<file path="src/design/cbc_pkg.sv">
// Shared types and constants of the cartridge bank controller.
package cbc_pkg;

	localparam int RAM_BANKS_DEF      = 4;
	localparam int RAM_BANK_BYTES_DEF = 8192;
	localparam int ROM_ADDR_W         = 22;
	localparam int CFG_ADDR_W         = 3;

	localparam logic       ACT_READ       = 1'b0;
	localparam logic       ACT_WRITE      = 1'b1;
	localparam logic [7:0] RAM_ENABLE_KEY = 8'h0A;
	localparam logic [7:0] CLOCK_BANK_LO  = 8'h08;
	localparam logic [7:0] CLOCK_BANK_HI  = 8'h0C;
	localparam logic [2:0] RAM_WINDOW     = 3'b101;
	localparam logic       CFG_MBC_ENABLED = 1'b0;

	typedef enum logic [1:0] {
		TGT_NONE  = 2'd0,
		TGT_ROM   = 2'd1,
		TGT_RAM   = 2'd2,
		TGT_CLOCK = 2'd3
	} target_t;

	typedef enum logic [1:0] {
		REG_RAM_ENABLE = 2'd0,
		REG_ROM_LOW    = 2'd1,
		REG_BANK_HIGH  = 2'd2,
		REG_MODE       = 2'd3
	} reg_sel_t;

	typedef struct packed {
		logic       action;
		logic [15:0] address;
		logic [7:0] write_data;
	} req_t;

	typedef struct packed {
		target_t                 target;
		logic [ROM_ADDR_W-1:0]   rom_address;
		logic [7:0]              read_data;
		logic                    ram_enable_flag;
	} rsp_t;

	typedef struct packed {
		target_t               target;
		logic [ROM_ADDR_W-1:0] rom_address;
		logic                  ram_rd;
		logic                  ram_wr;
		logic                  ram_enable_flag;
	} dec_t;

endpackage

</file>
<file path="src/design/cbc_bank_regs.sv">
// Bank registers and access decode of the cartridge bank controller.
module cbc_bank_regs #(
	parameter int RAM_BANKS      = cbc_pkg::RAM_BANKS_DEF,
	parameter int RAM_BANK_BYTES = cbc_pkg::RAM_BANK_BYTES_DEF,
	localparam int RAM_AW        = $clog2(RAM_BANKS * RAM_BANK_BYTES)
) (
	input  logic               clk,
	input  logic               arst_n,
	input  logic               accept,
	input  logic               mbc_enabled,
	input  cbc_pkg::req_t      req,
	output cbc_pkg::dec_t      dec,
	output logic [RAM_AW-1:0]  ram_addr
);

	localparam int BANK_W = (RAM_BANKS > 1) ? $clog2(RAM_BANKS) : 1;

	logic [7:0] rom_bank_q;
	logic [7:0] ram_bank_q;
	logic [7:0] mode_q;
	logic       ram_enable_q;
	logic [7:0] rom_bank_d;
	logic [7:0] ram_bank_d;
	logic [7:0] mode_d;
	logic       ram_enable_d;
	logic       wr;
	logic [13:0] offset;
	logic [4:0] low_bits;

	assign wr = (req.action == cbc_pkg::ACT_WRITE);

	always_comb begin
		offset = {1'b0, req.address[12:0]};
		for (int i = 0; i < 3; i++) begin
			if (offset >= 14'(RAM_BANK_BYTES)) begin
				offset = offset - 14'(RAM_BANK_BYTES);
			end
		end
	end

	assign ram_addr = RAM_AW'(ram_bank_q[BANK_W-1:0]) * RAM_AW'(RAM_BANK_BYTES)
		+ RAM_AW'(offset);

	assign low_bits = (req.write_data == 8'd0) ? 5'd1 : req.write_data[4:0];

	always_comb begin
		rom_bank_d   = rom_bank_q;
		ram_bank_d   = ram_bank_q;
		mode_d       = mode_q;
		ram_enable_d = ram_enable_q;
		if (mbc_enabled && wr && !req.address[15]) begin
			unique case (cbc_pkg::reg_sel_t'(req.address[14:13]))
				cbc_pkg::REG_RAM_ENABLE: begin
					ram_enable_d = (req.write_data == cbc_pkg::RAM_ENABLE_KEY);
				end
				cbc_pkg::REG_ROM_LOW: begin
					rom_bank_d = {rom_bank_q[7:5], low_bits};
				end
				cbc_pkg::REG_BANK_HIGH: begin
					if (mode_q != 8'd0) begin
						ram_bank_d = req.write_data;
					end else begin
						rom_bank_d = {req.write_data[2:0], rom_bank_q[4:0]};
					end
				end
				cbc_pkg::REG_MODE: begin
					mode_d = req.write_data;
				end
				default: begin
					mode_d = mode_q;
				end
			endcase
		end
	end

	always_comb begin
		dec                 = '0;
		dec.target          = cbc_pkg::TGT_NONE;
		dec.ram_enable_flag = ram_enable_d;
		if (!mbc_enabled) begin
			if (!wr && !req.address[15]) begin
				dec.target      = cbc_pkg::TGT_ROM;
				dec.rom_address = cbc_pkg::ROM_ADDR_W'(req.address);
			end
		end else if (!req.address[15]) begin
			if (!wr) begin
				dec.target = cbc_pkg::TGT_ROM;
				if (req.address[14]) begin
					dec.rom_address = {rom_bank_q, req.address[13:0]};
				end else begin
					dec.rom_address = cbc_pkg::ROM_ADDR_W'(req.address);
				end
			end
		end else if (req.address[15:13] == cbc_pkg::RAM_WINDOW) begin
			if ({1'b0, ram_bank_q} < 9'(RAM_BANKS)) begin
				dec.target = cbc_pkg::TGT_RAM;
				dec.ram_rd = !wr;
				dec.ram_wr = wr;
			end else if (ram_bank_q >= cbc_pkg::CLOCK_BANK_LO
				&& ram_bank_q <= cbc_pkg::CLOCK_BANK_HI) begin
				dec.target = cbc_pkg::TGT_CLOCK;
			end else begin
				dec.target = cbc_pkg::TGT_RAM;
			end
		end
	end

	always_ff @(posedge clk or negedge arst_n) begin
		if (!arst_n) begin
			rom_bank_q   <= '0;
			ram_bank_q   <= '0;
			mode_q       <= '0;
			ram_enable_q <= 1'b0;
		end else if (accept) begin
			rom_bank_q   <= rom_bank_d;
			ram_bank_q   <= ram_bank_d;
			mode_q       <= mode_d;
			ram_enable_q <= ram_enable_d;
		end
	end

endmodule

</file>
<file path="config.mk">
export PLATFORM = sky130hd
export DESIGN_NAME = cbc_bank_regs
export DESIGN_NICKNAME = d
export VERILOG_FILES = /design/src/design/cbc_pkg.sv /design/src/design/cbc_bank_regs.sv
export SDC_FILE = /design/constraint.sdc
export NUM_CORES = 1
export LEC_CHECK = 0
export BUFFER_PORTS_ARGS = -buffer_cell sky130_fd_sc_hd__buf_2
export CAP_MARGIN = 10
export CORE_MARGIN = 2
export CORE_UTILIZATION = 25
export CTS_CLUSTER_DIAMETER = 120
export DETAILED_ROUTE_END_ITERATION = 16
export SLEW_MARGIN = 10
export SYNTH_ARGS = -nofsm -noshare
export SYNTH_HDL_FRONTEND = slang
export SYNTH_SLANG_ARGS = --single-unit
</file>
<file path="constraint.sdc">
create_clock -name clk -period 2.85 [get_ports clk]
set_clock_uncertainty 0.2 [all_clocks]
set_input_delay 0.4275 -clock clk [delete_from_list [all_inputs] [get_ports clk]]
set_output_delay 0.4275 -clock clk [all_outputs]
set_load 0.02 [all_outputs]
</file>
# == Word level (Yosys, flattened, before mapping) ==
# Cells that the tools add are included.
# totals
ff_bits,25
input_bits,29
output_inout_bits,42
elab_cells,48
# classes
add_sub_neg,1
magnitude_cmp,3
n_eq_ne,5
n_mux,18
bitwise,3
n_reduce_logical,13
# ops
cell,n
two-way mux 23 bit,2
two-way mux 22 bit,2
two-way mux 24 bit,1
one-hot mux 8 bit (2 select lines),1
adder 15 x 13 -> 15 bit,1
two-way mux 2 bit,7
"== test 8 x 4 -> 1 bit, second input constant",1
">= comparator 8 x 4 -> 1 bit, second input constant",1
"<= comparator 8 x 4 -> 1 bit, second input constant",1
zero test 8 bit,1
"less-than comparator 8 x 3 -> 1 bit, second input constant",1
two-way mux 8 bit,1
AND reduction 4 bit,2
nonzero test 8 bit,1
two-way mux 5 bit,1
AND reduction 5 bit,1
"== test 2 bit, second input constant",2
logical AND 1 bit,4
"== test 3 bit, second input constant",1
two-way mux 1 bit,3
NOT 1 bit,3
AND reduction 3 bit,1
"== test 2 x 1 -> 1 bit, second input constant",1
zero test 1 bit,2
zero test 2 bit,1

# == Longest topological paths before layout ==
# depth
ltp_word,7
mapped_depth,4
mapped_depth_nobuf,3

# == Worst setup path before layout ==
# OpenSTA, ideal clock, no wires.
# synth_timing
kind,input to output
startpoint,input port req[5] in the netlist's numbering
endpoint,output port dec[0] in the netlist's numbering
arrival_ns,1.530
required_ns,2.223
path_slack_ns,0.693
stages,4
n_path_buf,1
cell_sequence,or4_1 nor4_1 mux2_2 buf_4
# synth_via
elab_chain_cells,3
# synth_rtl
element,line_no,source
start: declaration,cbc_bank_regs.sv:11,"input cbc_pkg::req_t req,"
== test 8 x 4 -> 1 bit,cbc_bank_regs.sv:54,ram_enable_d = (req.write_data == cbc_pkg::RAM_ENABLE_KEY);
two-way mux 1 bit,cbc_bank_regs.sv:52,unique case (cbc_pkg::reg_sel_t'(req.address[14:13]))
two-way mux 1 bit,cbc_bank_regs.sv:51,if (mbc_enabled && wr && !req.address[15]) begin
end: declaration,cbc_bank_regs.sv:12,"output cbc_pkg::dec_t dec,"
# No other way between the ends.

==> run metrics <==
clock tree from TritonCTS=yes; register bit total from synthesis=25; Final min period=2430 ps; global routing usage summed across all routing layers=0.0960; maximum level of the CTS H-tree=1; combined area of all synthesized cells=1420 um2; post-synth net total=153; number of CTS-inserted buffers=3; die width=79.4 um; arrival time at the worst endpoint=1810 ps; synthesized instance count=124; number of max-capacitance violations reported=0; hold violation count in the final report=0; Setup violations, final=0; initial antenna violation count=0; Placeable Area=5510 um2; first-pass GRT wire length=4.80 mm; routed wire length per instance=12.2 um; clock transition time at the flip-flop clock pins of the worst setup and hold paths=90 ps; Worst Setup Start Kind=input port; pin count of the biggest net entering global routing=26; area growth from synthesis to layout=27.0%; outcome=finished clean; GRT Residual Overflow=0; commonest cells in the netlist=26 x sky130_fd_sc_hd__mux2_2, 25 x sky130_fd_sc_hd__dfrtp_1, 21 x sky130_fd_sc_hd__and2_1; number of post-CTS setup repair buffers=0; top_reg_cell synth=sky130_fd_sc_hd__dfrtp_1; critical path endpoint=dec[0]; post-route cell area=1800 um2; slew at the pin closest to its max-slew limit=558 ps; maximum vdd ir drop=0.000238 V; tightest slew margin relative to the limit=0.628; fmax=0.411 GHz; routed vias/inst=4.29; number of input and output port buffers inserted=70; number of nets still failing antenna checks after routing=0; number of primary I/O pins=71; area of the die=6300 um2; worst reg-to-reg path cell count=3; number of warning messages in the yosys log=0; Clock Sinks=25; area share of the largest cell type after synthesis=0.441; number of diodes=0; net count of the finished layout=213; share of synthesized registers carrying an async set or reset=1.00; setup repair after global routing missed its margin=no; launching element of the worst setup path=req[4]; class of the tightest hold or removal check=in2reg; endpoint of the most critical register-to-register path=rom_bank_q[6]$_DFFE_PN0P_; number of iterations in the first detailed-routing pass=3; register-to-register setup slack=1080 ps; std cell rows=27; wirelength, routed=3.12 mm; CP max FO=4; part of the Yosys area used for sequential elements=0.441; max-slew violation count=0; Post-CTS Resized=0; latest clock arrival within the worst-skew pair=260 ps; most numerous cell in the Yosys netlist=sky130_fd_sc_hd__mux2_2; critical path type=in2out; element type at the critical path end=output pin; library cell used as clock root buffer=sky130_fd_sc_hd__clkbuf_8; TNS Setup=0 ps; Period Utilization, post-route=0.854; DRC Markers=0; PwrDens=495 nW/um2; average size of a mapped cell=11.5 um2; total vias in the final route=1093; half-perimeter wire length after detailed placement=2.57 mm; worst-case clock buffer depth=2; distinct cell type count after synthesis=26; number of enable-type register cells in the synthesized netlist=0; cell accounting for the most synthesized area=sky130_fd_sc_hd__dfrtp_1; Critical Path RT=2220 ps; DP Area=1740 um2; initial cell density of the core=0.258; number of global-route vias before repair=972; die extent in y=79.4 um; leakage=0.000940 uW; initial drt markers=30; top post-synthesis cells by area=sky130_fd_sc_hd__dfrtp_1 44%, sky130_fd_sc_hd__mux2_2 21%, sky130_fd_sc_hd__and2_1 9.3%; fraction of layout cells with a size suffix above 1=0.601; Reg2Reg Launch Point=mode_q[5]$_DFFE_PN0P_; global placer's final weighted congestion=0.662
[critical path, stage by stage]
cell	delay (ps)
sky130_fd_sc_hd__buf_2	130
sky130_fd_sc_hd__or4_1	570
sky130_fd_sc_hd__nor4_1	310
sky130_fd_sc_hd__mux2_2	210
sky130_fd_sc_hd__buf_2	160
[state kept, by name, summed over array words and instances (netlist names)]
signal	flops
mode_q	8
ram_bank_q	8
ram_enable_q	1
rom_bank_q	8
[where the power goes]
group | leakage (uW) | internal (uW) | switching, uW
logic | 0.000592 | 107 | 118
clock network | 0.0000217 | 98.9 | 109
registers | 0.000325 | 422 | 38.2
total | 0.000940 | 627 | 265
[logic make-up after synthesis]
| logic type | after synthesis | share of synthesized area |
|---|---|---|
| AO/OA/AOI/OAI | 5 | 0.0317 |
| flip-flops | 25 | 0.441 |
| multiplexers | 26 | 0.206 |
| AND/OR/NAND/NOR | 48 | 0.226 |
| buffers and inverters | 20 | 0.0952 |
[worst min path at each step]
stage	depth (start not counted)	slack [ps]	from	to
3_3_place_gp	1	260	arst_n	rom_bank_q[6]$_DFFE_PN0P_
6_report	2	220	req[5]	ram_bank_q[5]$_DFFE_PN0P_
3_5_place_dp	1	260	arst_n	rom_bank_q[6]$_DFFE_PN0P_
5_1_grt	2	210	req[5]	ram_bank_q[5]$_DFFE_PN0P_
4_1_cts	2	210	req[5]	ram_bank_q[5]$_DFFE_PN0P_
2_1_floorplan	0	-70	arst_n	mode_q[0]$_DFFE_PN0P_
[cell type report]
cell class                 count  area [um2]
clock buffer                   3        41.3
clock inverter                 1        7.51
fill                         585        3700
inverter                       3        11.3
multi-input combinational     79         659
sequential                    25         626
tap                           72        90.1
timing repair buffer          72         368
[routing by layer]
metal | up-vias | GRT usage | routed length, um
met5 | - | 0 | 0
met4 | 0 | 0.0259 | 13
met3 | 2 | 0.0204 | 266
met2 | 52 | 0.160 | 1390
met1 | 505 | 0.126 | 1450
li1 | 534 | - | -
[placed cells by master, fill, tap and decap left out, types with 2 or more instances in the layout]
cell and count:
sky130_fd_sc_hd__buf_2 70, sky130_fd_sc_hd__mux2_2 26, sky130_fd_sc_hd__nor3_1 2, sky130_fd_sc_hd__nand2_1 6, sky130_fd_sc_hd__nor4_1 3, sky130_fd_sc_hd__nand3_1 2
sky130_fd_sc_hd__dfrtp_1 25, sky130_fd_sc_hd__clkbuf_8 3, sky130_fd_sc_hd__inv_1 3, sky130_fd_sc_hd__nor2_1 3, sky130_fd_sc_hd__nor4_2 2, sky130_fd_sc_hd__and2_1 21
[per-stage QoR]
| step | std cells | setup WS (ps) | utilization | power [uW] | hold slack [ps] |
|---|---|---|---|---|---|
| floorplan | 124 | 693 | - | 625 | -68.1 |
| global placement | 250 | 422 | 0.317 | 693 | 260 |
| detailed placement | 250 | 417 | 0.317 | 696 | 260 |
| CTS | 255 | 413 | 0.327 | 910 | 208 |
| global route | 255 | 286 | 0.327 | 954 | 213 |
| finish | 255 | 416 | 0.327 | 892 | 217 |
[repair_timing]
item / in CTS / in global routing
hold endpoints to repair: 25 / 0
setup endpoints to repair: 0 / 0
hold buffers: 1 / 0
Note: power is estimated with default switching activity, not from simulation.
